`config.mk`:
```
export PLATFORM = sky130hd
export DESIGN_NAME = bank_conflict_degree_top_flat
export DESIGN_NICKNAME = d
export VERILOG_FILES = /design/src/hdl/bcd_pkg.sv /design/src/hdl/bcd_in_if.sv /design/src/hdl/bcd_out_if.sv /design/src/hdl/bank_conflict_degree_top.sv /design/src/hdl/bcd_cell.sv /design/src/hdl/bcd_tally.sv /design/src/flat_wrapper.sv
export SDC_FILE = /design/constraint.sdc
export NUM_CORES = 2
export LEC_CHECK = 0
export ABC_CLOCK_PERIOD_IN_PS = 4450
export BUFFER_PORTS_ARGS = -buffer_cell sky130_fd_sc_hd__clkbuf_2
export CAP_MARGIN = 10
export CORE_UTILIZATION = 49
export DETAILED_ROUTE_END_ITERATION = 6
export PLACE_DENSITY = 0.63
export SLEW_MARGIN = 20
export SYNTH_ARGS = -nofsm -noshare
export SYNTH_HDL_FRONTEND = slang
export SYNTH_SLANG_ARGS = --single-unit
```
`constraint.sdc`:
```
create_clock -name clk -period 4.45 [get_ports clk]
set_input_delay 0.445 -clock clk [delete_from_list [all_inputs] [get_ports clk]]
set_output_delay 0.445 -clock clk [all_outputs]
set_load 0.02 [all_outputs]
```
`src/hdl/bcd_pkg.sv`:
```
// ----------------------------------------------------------------------------
// bcd_pkg
// Constants and types shared by the bank conflict degree block.
// ----------------------------------------------------------------------------
package bcd_pkg;

	localparam int NUM_BANKS       = 32;
	localparam int MAX_ADDRESSES   = 32;
	localparam int ADDRESS_BITS    = 32;

	localparam int ADDR_FIELD_BITS = 32;  // width of the byte_address field
	localparam int WAYS_BITS       = 6;   // width of the bank_ways field
	localparam int WAYS_MAX        = 63;
	localparam int WORD_SHIFT      = 2;   // 4-byte words

	localparam int WORD_BITS = ADDRESS_BITS - WORD_SHIFT;
	localparam int BANK_BITS = $clog2(NUM_BANKS);
	localparam int CNT_BITS  = $clog2(MAX_ADDRESSES + 1);

	// one address travelling down the cell chain
	typedef struct packed {
		logic                 valid;
		logic                 last;
		logic                 hit;     // word matched or was stored on the way
		logic                 stored;  // word was stored by some cell
		logic [WORD_BITS-1:0] word;
	} token_t;

endpackage

```
`src/hdl/bcd_in_if.sv`:
```
// ----------------------------------------------------------------------------
// bcd_in_if
// Address channel: one byte address per transaction, last marks phase end.
// ----------------------------------------------------------------------------
interface bcd_in_if;
	import bcd_pkg::*;

	logic                       valid;
	logic                       ready;
	logic [ADDR_FIELD_BITS-1:0] byte_address;
	logic                       last_address;

	modport source (output valid, output byte_address, output last_address, input ready);
	modport sink   (input valid, input byte_address, input last_address, output ready);

endinterface

```
`src/hdl/bcd_out_if.sv`:
```
// ----------------------------------------------------------------------------
// bcd_out_if
// Result channel: conflict degree and overflow flag of one phase.
// ----------------------------------------------------------------------------
interface bcd_out_if;
	import bcd_pkg::*;

	logic                 valid;
	logic                 ready;
	logic [WAYS_BITS-1:0] bank_ways;
	logic                 overflowed;

	modport source (output valid, output bank_ways, output overflowed, input ready);
	modport sink   (input valid, input bank_ways, input overflowed, output ready);

endinterface

```
`src/hdl/bank_conflict_degree_top.sv`:
```
// ----------------------------------------------------------------------------
// bank_conflict_degree_top
// Bank conflict degree of one shared-memory access phase.
// ----------------------------------------------------------------------------
// Accepts one byte address per cycle. Each address turns into a word number
// and walks a chain of MAX_ADDRESSES store cells, one cell per cycle; a cell
// either matches the word or, if empty, keeps it. Past the chain a tally
// counts new words per bank and tracks the largest count. The result of a
// phase leaves through the result register: the edge that accepts its last
// address loads the first cell register, each further cell register follows
// in turn and the result register comes last. Addresses keep flowing at one
// per cycle; input is held only while a phase end reaches the tally and the
// previous result has not yet been taken.
// ----------------------------------------------------------------------------
module bank_conflict_degree_top (
	input  logic      clk,
	input  logic      arst_n,
	bcd_in_if.sink    addr_stream,
	bcd_out_if.source result_stream
);
	import bcd_pkg::*;

	token_t chain [MAX_ADDRESSES+1];
	logic   advance;

	always_comb begin
		chain[0].valid  = addr_stream.valid;
		chain[0].last   = addr_stream.last_address;
		chain[0].hit    = 1'b0;
		chain[0].stored = 1'b0;
		chain[0].word   = addr_stream.byte_address[ADDRESS_BITS-1:WORD_SHIFT];
	end

	assign addr_stream.ready = advance;

	for (genvar i = 0; i < MAX_ADDRESSES; i++) begin : g_cell
		bcd_cell u_cell (
			.clk     (clk),
			.arst_n  (arst_n),
			.advance (advance),
			.tok     (chain[i]),
			.tok_q   (chain[i+1])
		);
	end

	bcd_tally u_tally (
		.clk     (clk),
		.arst_n  (arst_n),
		.tok     (chain[MAX_ADDRESSES]),
		.advance (advance),
		.result  (result_stream)
	);

endmodule

```
`src/hdl/bcd_cell.sv`:
```
// ----------------------------------------------------------------------------
// bcd_cell
// One slot of the distinct-word store; compares, claims if empty, passes on.
// ----------------------------------------------------------------------------
module bcd_cell (
	input  logic            clk,
	input  logic            arst_n,
	input  logic            advance,
	input  bcd_pkg::token_t tok,
	output bcd_pkg::token_t tok_q
);
	import bcd_pkg::*;

	logic                 slot_valid_q;
	logic [WORD_BITS-1:0] slot_word_q;
	logic                 match;
	logic                 claim;
	token_t               tok_next;

	assign match = tok.valid && !tok.hit && slot_valid_q && (slot_word_q == tok.word);
	// slots fill in order, so the first empty one a new word meets is the next free
	assign claim = tok.valid && !tok.hit && !slot_valid_q;

	always_comb begin
		tok_next        = tok;
		tok_next.hit    = tok.hit | match | claim;
		tok_next.stored = tok.stored | claim;
	end

	always_ff @(posedge clk or negedge arst_n) begin
		if (!arst_n) begin
			slot_valid_q <= 1'b0;
			tok_q        <= '0;
		end else if (advance) begin
			// the last transaction of a phase empties each slot as it passes
			if (tok.valid && tok.last) begin
				slot_valid_q <= 1'b0;
			end else if (claim) begin
				slot_valid_q <= 1'b1;
			end
			tok_q <= tok_next;
		end
	end

	always_ff @(posedge clk) begin
		if (advance) begin
			if (claim) begin
				slot_word_q <= tok.word;
			end
		end
	end

endmodule

```
`src/hdl/bcd_tally.sv`:
```
// ----------------------------------------------------------------------------
// bcd_tally
// End of the chain: per-bank word counts, running maximum, result register.
// ----------------------------------------------------------------------------
module bcd_tally (
	input  logic            clk,
	input  logic            arst_n,
	input  bcd_pkg::token_t tok,
	output logic            advance,
	bcd_out_if.source       result
);
	import bcd_pkg::*;

	localparam int CMP_BITS = (CNT_BITS > WAYS_BITS) ? CNT_BITS : WAYS_BITS;

	logic [CNT_BITS-1:0]  cnt_q [NUM_BANKS];
	logic [CNT_BITS-1:0]  max_q;
	logic                 ovf_q;
	logic                 out_valid_q;
	logic [WAYS_BITS-1:0] ways_q;
	logic                 ovf_out_q;

	logic [BANK_BITS-1:0] bank;
	logic [CNT_BITS-1:0]  inc;
	logic [CNT_BITS-1:0]  max_next;
	logic [CMP_BITS-1:0]  max_ext;
	logic [WAYS_BITS-1:0] ways_sat;
	logic                 ovf_next;
	logic                 finish;

	assign bank = BANK_BITS'(tok.word % NUM_BANKS);
	assign inc  = cnt_q[bank] + 1'b1;

	always_comb begin
		max_next = max_q;
		if (tok.valid && tok.stored && (inc > max_q)) begin
			max_next = inc;
		end
		max_ext  = CMP_BITS'(max_next);
		ways_sat = (max_ext > CMP_BITS'(WAYS_MAX)) ? WAYS_BITS'(WAYS_MAX)
		                                           : WAYS_BITS'(max_ext);
	end

	// a word reaching the end unclaimed found the store full
	assign ovf_next = ovf_q | (tok.valid && !tok.hit);
	assign finish   = tok.valid && tok.last;

	// hold the chain only when a phase end meets an untaken result
	assign advance = !(finish && out_valid_q && !result.ready);

	always_ff @(posedge clk or negedge arst_n) begin
		if (!arst_n) begin
			for (int b = 0; b < NUM_BANKS; b++) begin
				cnt_q[b] <= '0;
			end
			max_q       <= CNT_BITS'(1);
			ovf_q       <= 1'b0;
			out_valid_q <= 1'b0;
		end else begin
			if (advance && tok.valid) begin
				if (tok.last) begin
					for (int b = 0; b < NUM_BANKS; b++) begin
						cnt_q[b] <= '0;
					end
					max_q <= CNT_BITS'(1);
					ovf_q <= 1'b0;
				end else begin
					if (tok.stored) begin
						cnt_q[bank] <= inc;
					end
					max_q <= max_next;
					ovf_q <= ovf_next;
				end
			end
			if (advance && finish) begin
				out_valid_q <= 1'b1;
			end else if (result.ready) begin
				out_valid_q <= 1'b0;
			end
		end
	end

	always_ff @(posedge clk) begin
		if (advance && finish) begin
			ways_q    <= ways_sat;
			ovf_out_q <= ovf_next;
		end
	end

	assign result.valid      = out_valid_q;
	assign result.bank_ways  = ways_q;
	assign result.overflowed = ovf_out_q;

endmodule

```
`src/flat_wrapper.sv`:
```
// flat-port wrapper written by rule: the top's interface ports become plain ports
module bank_conflict_degree_top_flat import bcd_pkg::*;
  (clk, arst_n, addr_stream_valid, addr_stream_byte_address, addr_stream_last_address, addr_stream_ready, result_stream_valid, result_stream_bank_ways, result_stream_overflowed, result_stream_ready);
  bcd_in_if addr_stream_i ();
  bcd_out_if result_stream_i ();
  input  logic clk;
  input  logic arst_n;
  input wire logic [$bits(addr_stream_i.valid)-1:0] addr_stream_valid;
  input wire logic [$bits(addr_stream_i.byte_address)-1:0] addr_stream_byte_address;
  input wire logic [$bits(addr_stream_i.last_address)-1:0] addr_stream_last_address;
  output wire logic [$bits(addr_stream_i.ready)-1:0] addr_stream_ready;
  output wire logic [$bits(result_stream_i.valid)-1:0] result_stream_valid;
  output wire logic [$bits(result_stream_i.bank_ways)-1:0] result_stream_bank_ways;
  output wire logic [$bits(result_stream_i.overflowed)-1:0] result_stream_overflowed;
  input wire logic [$bits(result_stream_i.ready)-1:0] result_stream_ready;
  assign addr_stream_i.valid = addr_stream_valid;
  assign addr_stream_i.byte_address = addr_stream_byte_address;
  assign addr_stream_i.last_address = addr_stream_last_address;
  assign addr_stream_ready = addr_stream_i.ready;
  assign result_stream_valid = result_stream_i.valid;
  assign result_stream_bank_ways = result_stream_i.bank_ways;
  assign result_stream_overflowed = result_stream_i.overflowed;
  assign result_stream_i.ready = result_stream_ready;
  bank_conflict_degree_top u_core (.clk(clk), .arst_n(arst_n), .addr_stream(addr_stream_i), .result_stream(result_stream_i));
endmodule
```
== Word level (Yosys, flattened, before mapping) ==
Index checks and enable logic that the tools add are counted.
Storage, ports and cells
  output and inout bits: 9
  bits of input ports: 37
  bits in registers: 2262
Cells by class
  bitwise operators: 97
  mux-type cells: 77
  $add $sub $neg: 1
  eq/ne operators: 32
  $lt $le $gt $ge: 4
  reductions and logical operators: 333
Operator list (number)
  30-bit equality test: 32
  192-bit two-way mux: 2
  192-bit bitwise mux: 1
  1-bit logical AND: 168
  2-bit AND reduction: 65
  1-bit bitwise OR: 95
  2-bit nonzero test: 34
  1-bit two-way mux: 67
  1-bit zero test: 66
  6-bit binary-select mux with 5-bit select: 1
  6-bit demux with 5-bit select: 1
  6-bit two-way mux: 5
  6-bit by 1-bit adder with 6-bit output (second input constant): 1
  6-bit >= comparator (second input constant): 1
  6-bit > comparator: 1
  6-bit > comparator (second input constant): 1
  6-bit by 1-bit less-than comparator with 1-bit output (second input constant): 1
  5-bit inverter with 6-bit output: 1
  1-bit inverter: 1

== Longest topological paths before layout ==
  depth after elaboration: 9
  mapped depth: 24
  gate-level depth less buffers: 16

== Cells and area by module ==
A second synthesis with hierarchy kept.
Second synthesis, totals
  cell total of the unflattened synthesis: 5985
  area total of the unflattened synthesis: 92254.7 um^2
By module, submodules not included
  bcd_cell: times used 32, cells an instance 153, area each 2555.0 um^2, seq. area each 1776.7 um^2
  bcd_tally: times used 1, cells an instance 1088, area each 10492.6 um^2, seq. area each 5216.3 um^2
  bank_conflict_degree_top: times used 1, cells an instance 1, area each 3.8 um^2, seq. area each 0.0 um^2

== Worst setup path after synthesis ==
OpenSTA, ideal clock, no wires.
  path kind: flip-flop to flip-flop
  from: reg u_core.g_cell[31].u_cell.tok_q[4] (netlist bit)
  to: reg u_core.u_tally.ways_q[3], in the netlist u_core.u_tally.result.bank_ways[3], data pin
  clock period less this slack: 4584 ps
  path buffers: 4
  data required time: 4190 ps
  stages on the path, launching flop included: 18
  path slack: -134 ps
  library setup time: 260 ps
  arrival: 4324 ps
  cells stage by stage: dfrtp_1 -> or4b_2 -> clkbuf_1 -> o22ai_1 -> nor4_1 -> nand2_2 -> clkbuf_1 -> ha_1 -> nand3b_1 -> xnor2_1 -> clkbuf_1 -> inv_1 -> ha_1 -> a21o_1 -> a21o_1 -> o2111ai_1 -> clkbuf_1 -> mux2_2
On the way
  word-level cells in the longest chain between the ends: 9
Ends and longest elaborated chain
  start: declaration: RTL line bcd_cell.sv:10  | output bcd_pkg::token_t tok_q
  start signal: assignment: RTL line bcd_cell.sv:41  | tok_q <= tok_next;
  5-bit inverter with 6-bit output (implied by the code) *: RTL line bcd_tally.sv:32  | assign inc = cnt_q[bank] + 1'b1;
  6-bit binary-select mux with 5-bit select *: RTL line bcd_tally.sv:32
  6-bit two-way mux (implied by the code) * (2 in a row): RTL line bcd_tally.sv:32
  6-bit by 1-bit adder with 6-bit output *: RTL line bcd_tally.sv:32
  6-bit > comparator: RTL line bcd_tally.sv:36  | if (tok.valid && tok.stored && (inc > max_q)) begin
  1-bit logical AND: RTL line bcd_tally.sv:36
  6-bit two-way mux *: RTL line bcd_tally.sv:36
  6-bit > comparator: RTL line bcd_tally.sv:40  | ways_sat = (max_ext > CMP_BITS'(WAYS_MAX)) ? WAYS_BITS'(WAYS_MAX)
  end signal: assignment: RTL line bcd_tally.sv:85  | ways_q <= ways_sat;
  end: declaration: RTL line bcd_tally.sv:20  | logic [WAYS_BITS-1:0] ways_q;
Mark *: on every way between the ends. The rest lies on a longest branch, timed or not. The select of a mux whose other input is x is not followed.
A chain may end at the register's enable or synchronous reset.

== Worst setup path after layout ==
  from: reg u_core.g_cell[31].u_cell.tok_q[1] (netlist bit)
  to: reg u_core.u_tally.max_q[1]
On the way
  word-level cells in the longest chain between the ends: 9
Ends and longest elaborated chain
  5-bit inverter with 6-bit output (implied by the code) *: RTL line bcd_tally.sv:32
  6-bit binary-select mux with 5-bit select *: RTL line bcd_tally.sv:32
  6-bit two-way mux (implied by the code) * (2 in a row): RTL line bcd_tally.sv:32
  6-bit by 1-bit adder with 6-bit output *: RTL line bcd_tally.sv:32
  6-bit > comparator: RTL line bcd_tally.sv:36
  1-bit logical AND: RTL line bcd_tally.sv:36
  6-bit two-way mux *: RTL line bcd_tally.sv:36
  6-bit two-way mux *: RTL line bcd_tally.sv:61  | if (tok.last) begin
  end signal: assignment: RTL line bcd_tally.sv:71  | max_q <= max_next;
  end: declaration: RTL line bcd_tally.sv:17  | logic [CNT_BITS-1:0] max_q;
Marked as above.

==> impl_metrics.yaml <==
setup_path:
  worst_path_largest_cell_delay_ns: 0.61
  cpMostUsedCell: "buf_4"
  worst_setup_path_start_kind: "flip-flop"
  r2r_slack_ns: 0.15
  cp.required_ns: 5.20
  criticalPathCategory: "reg -> reg"
  crit_path_top_delay_cell: "or4_1"
  critical_path.cell_chain: "buf_12, mux2i_1, o22ai_1, or4_1, nor2_2, buf_4, nand3b_1, xnor2_2, inv_1, ha_1, a21o_1, a21o_1, o2111ai_1, buf_4, buf_4, mux2_2, a22o_1"
  worstReg2RegStart: "u_core.g_cell[31].u_cell.tok_q[1]"
  path_max_fanout: 16
  rr_worst_depth: 17
  worstSetupEndpointType: "flip-flop"
  cpLargestDelayFamily: "simple AND/OR/NAND/NOR gates"
  r2r_end: "u_core.u_tally.max_q[1]"
  critPathBufInv: 5
  arrival_time_reported_for_the_critical_path_endpoint_ns: 5.05
floorplan:
  design.core.area_um2: 184000
  die-area_um2: 188000
  floorplan.initialDensity_pct: 49.5
  rows: 157
  die_ht_um: 433
  floorplan.io_pins: 46
  dieWidth_um: 433
clock_tree:
  clock_tree.htree_level_count: 4
  cts_buffers: 227
  cts_buffer_depth: 3
  clock_tree_from_tritoncts: "yes"
  clkSinkCount: 2262
  clkTransAtPathRegs_ns: 0.06
  clk_root_buffer_cell: "clkbuf_16"
  clock_latency_ns: 0.86
placed_design:
  dp.final_hpwl_um: 128000
  preCtsSetupSlack_ns: 0.0616
  postPlaceCellArea_um2: 94500
  io_buffers: 43
  place_congestion: 0.882
  dp_cells: 10300
route:
  wl_met3_um: 8760
  route.detailed.drc: 0
  wirelength_met1_um: 92700
  detailroute.via_count: 56300
  drt_pass1_iterations: 6
  route.detailed.vias_per_inst: 5.25
  drtIter0Drc: 4414
  postRouteAntennaNets: 0
  met2_wirelength_um: 92200
  drt-wirelength-per-cell_um: 18.5
  wirelength_um: 198000
  route.top_layer_used: "met5"
timing:
  final.min_clock_period_ns: 4.30
  worst_hold_slack_ns: 0.115
  clock-skew-final_ns: 0.0399
  max-slew-margin-rel_pct: 25.4
  timing.final.setup_violations: 0
  maxClockFrequency_mhz: 233
  timing.setup.tns_ns: 0
  final.setup.worst_slack_ns: 0.151
  worst-slew-pin-transition_ns: 1.12
  slew_violations: 0
  finalCritPeriodShare_pct: 96.6
  finalHoldViolCount: 0
cells_and_area:
  final_cell_mix: "nand2_1, dfrtp_1, edfxtp_1, xor2_1, xnor2_1"
  finish.instance_area_um2: 102000
  num-fill-cells: 15700
  seqCellArea_um2: 61500
  fin_nets: 8100
  num_antenna_cells: 0
  most_common_cell_after_layout_fill_and_taps_aside: "nand2_1"
  layout_cells_sized_above_1_pct: 7.18
  stdcell_count: 10700
  post-route-util_pct: 55.6
  multi_input_comb_area_um2: 28400
  layout-area-overhead-vs-synth_pct: 12.4
global_route:
  vias_in_the_first_global_route: 56700
  gr-total-overflow: 0
  pin_count_of_the_biggest_net_entering_global_routing: 201
  grt_antenna_before_repair: 1
  gr-usage-all-layers_pct: 21.5
  grt_first_pass_wirelength_um: 322000
min_path:
  min_path_type: "in -> async"
synthesis:
  proportion_of_synthesized_chip_area_in_sequential_cells_pct: 67.5
  synth.cell_area_um2: 91000
  yosys.cell_types.count: 57
  synth_compound_area_share_pct: 3.10
  syn_inst: 7935
  yosysWarningCount: 0
  synth.net_count: 7979
  synth-simple-area-share_pct: 17.3
  synthesis.area_per_instance_um2: 11.5
  synth.area.mux_share_pct: 1.11
  synthXorXnorAreaFrac_pct: 9.29
  ys_ff_latch: 2262
  async_reset_ff_share_pct: 57.3
  predominant_post_synthesis_flop_cell: "dfrtp_1"
  post_synth_fa_ha_maj_area_fraction_pct: 0.0962
  synth_enable_flop_cells: 967
  dominant_combinational_cell_family_by_area_after_synthesis: "simple AND/OR/NAND/NOR gates"
pwr:
  switching_power_mw: 22.5
  internal_power_mw: 44.4
  portion_of_total_power_attributed_to_combinational_logic_pct: 19.8
  total_power_mw: 66.9
  sw_frac_of_total_pct: 33.6
  clock_power_share_pct: 28.1
  power_density_relative_to_cell_area_nw_per_um2: 654
  seqPwrFrac_pct: 52.1
  power.ir.vdd_worst_v: 0.000796
  cellLeakagePower_nw: 43.7
run:
  max-cap-violations: 0
status:
  run_status: "finished clean"
==> Yosys cell counts (7+ instances only) <==
library cell  count  area [um2]
a21oi_1          54         270
a22o_1           98         858
a31oi_1          37         231
a32oi_1          32         280
buf_1            26        97.6
buf_2            19        95.1
buf_4             7        52.6
buf_6             8        90.1
clkbuf_1        255         957
dfrtp_1        1294       32400
edfxtp_1        967       29000
ha_1              7        87.6
inv_1            13        48.8
mux2_2           19         214
mux2i_1          80         801
nand2_1        3180       11900
nand2b_1         12        75.1
nand3_1          95         475
nand3b_1         33         248
nand4_1         111         694
nor2_1          146         548
nor3_1           32         160
nor4_1          164        1030
o21ai_0          95         475
o22ai_1          48         300
o41ai_1          27         236
or4_1            41         308
xnor2_1         351        3070
xor2_1          612        5360
==> cell families (layout without fill, tap and decap cells) <==
group / count (synthesis) / in the layout
multiplexers: 99 / 99
AO/OA/AOI/OAI: 415 / 415
adder cells (fa/ha/maj): 7 / 7
AND/OR/NAND/NOR: 3851 / 3851
XOR/XNOR: 964 / 964
flip-flops: 2262 / 2262
buffers and inverters: 337 / 660
==> what timing repair did <==
item | CTS | global route
setup endpoints to repair | 0 | 9
hold buffers | 35 | 0
setup buffers | 0 | 2
hold endpoints to repair | 352 | 0
resized for setup | 0 | 8
==> flip-flops by register name, indices dropped and copies added (netlist names) <==
name                               cells
u_core.g_cell.u_cell.tok_q          1063
u_core.g_cell.u_cell.slot_word_q     960
u_core.u_tally.cnt_q                 192
u_core.g_cell.u_cell.slot_valid_q     32
u_core.u_tally.max_q                   6
u_core.u_tally.result.bank_ways        6
u_core.u_tally.ovf_q                   1
u_core.u_tally.result.overflowed       1
u_core.u_tally.result.valid            1
==> power groups by stage <==
stage | clock network, mW | logic [mW] | registers, mW
6_report | 18.8 | 13.2 | 34.9
3_3_place_gp | 0 | 12.9 | 35.1
2_1_floorplan | 0 | 9.93 | 32.7
5_1_grt | 20.0 | 15.0 | 35.8
3_5_place_dp | 0 | 13.2 | 35.4
4_1_cts | 19.2 | 13.3 | 35.0
==> layer usage <==
metal / vias up / GRT usage, %
met1: 28100 / 31.6
met3: 323 / 3.18
li1: 26800 / -
met5: - / 0
met2: 1072 / 33.7
met4: 2 / 5.48
==> area by class of cell <==
| cell class | instances | share of cell area [%] |
|---|---|---|
| inverter | 14 | 0.0587 |
| sequential | 2262 | 60.1 |
| multi-input combinational | 5336 | 27.7 |
| clock inverter | 103 | 0.965 |
| tap | 2464 | 3.01 |
| clock buffer | 328 | 6.29 |
| timing repair buffer | 215 | 1.87 |
==> worst max path at each step <==
| stage | startpoint | endpoint | slack (ns) | cells after the start |
|---|---|---|---|---|
| floorplan | u_core.g_cell[31].u_cell.tok_q[1] | u_core.u_tally.result.bank_ways[3] | 0.04 | 21 |
| global placement | u_core.g_cell[31].u_cell.tok_q[2] | u_core.u_tally.max_q[1] | 0.04 | 16 |
| detailed placement | u_core.g_cell[31].u_cell.tok_q[2] | u_core.u_tally.max_q[2] | 0.06 | 16 |
| CTS | u_core.g_cell[31].u_cell.tok_q[2] | u_core.u_tally.max_q[1] | 0.04 | 16 |
| global route | u_core.g_cell[31].u_cell.tok_q[1] | u_core.u_tally.max_q[1] | -0.06 | 17 |
| finish | u_core.g_cell[31].u_cell.tok_q[1] | u_core.u_tally.max_q[1] | 0.15 | 17 |
(Power assumes the default switching activity.)
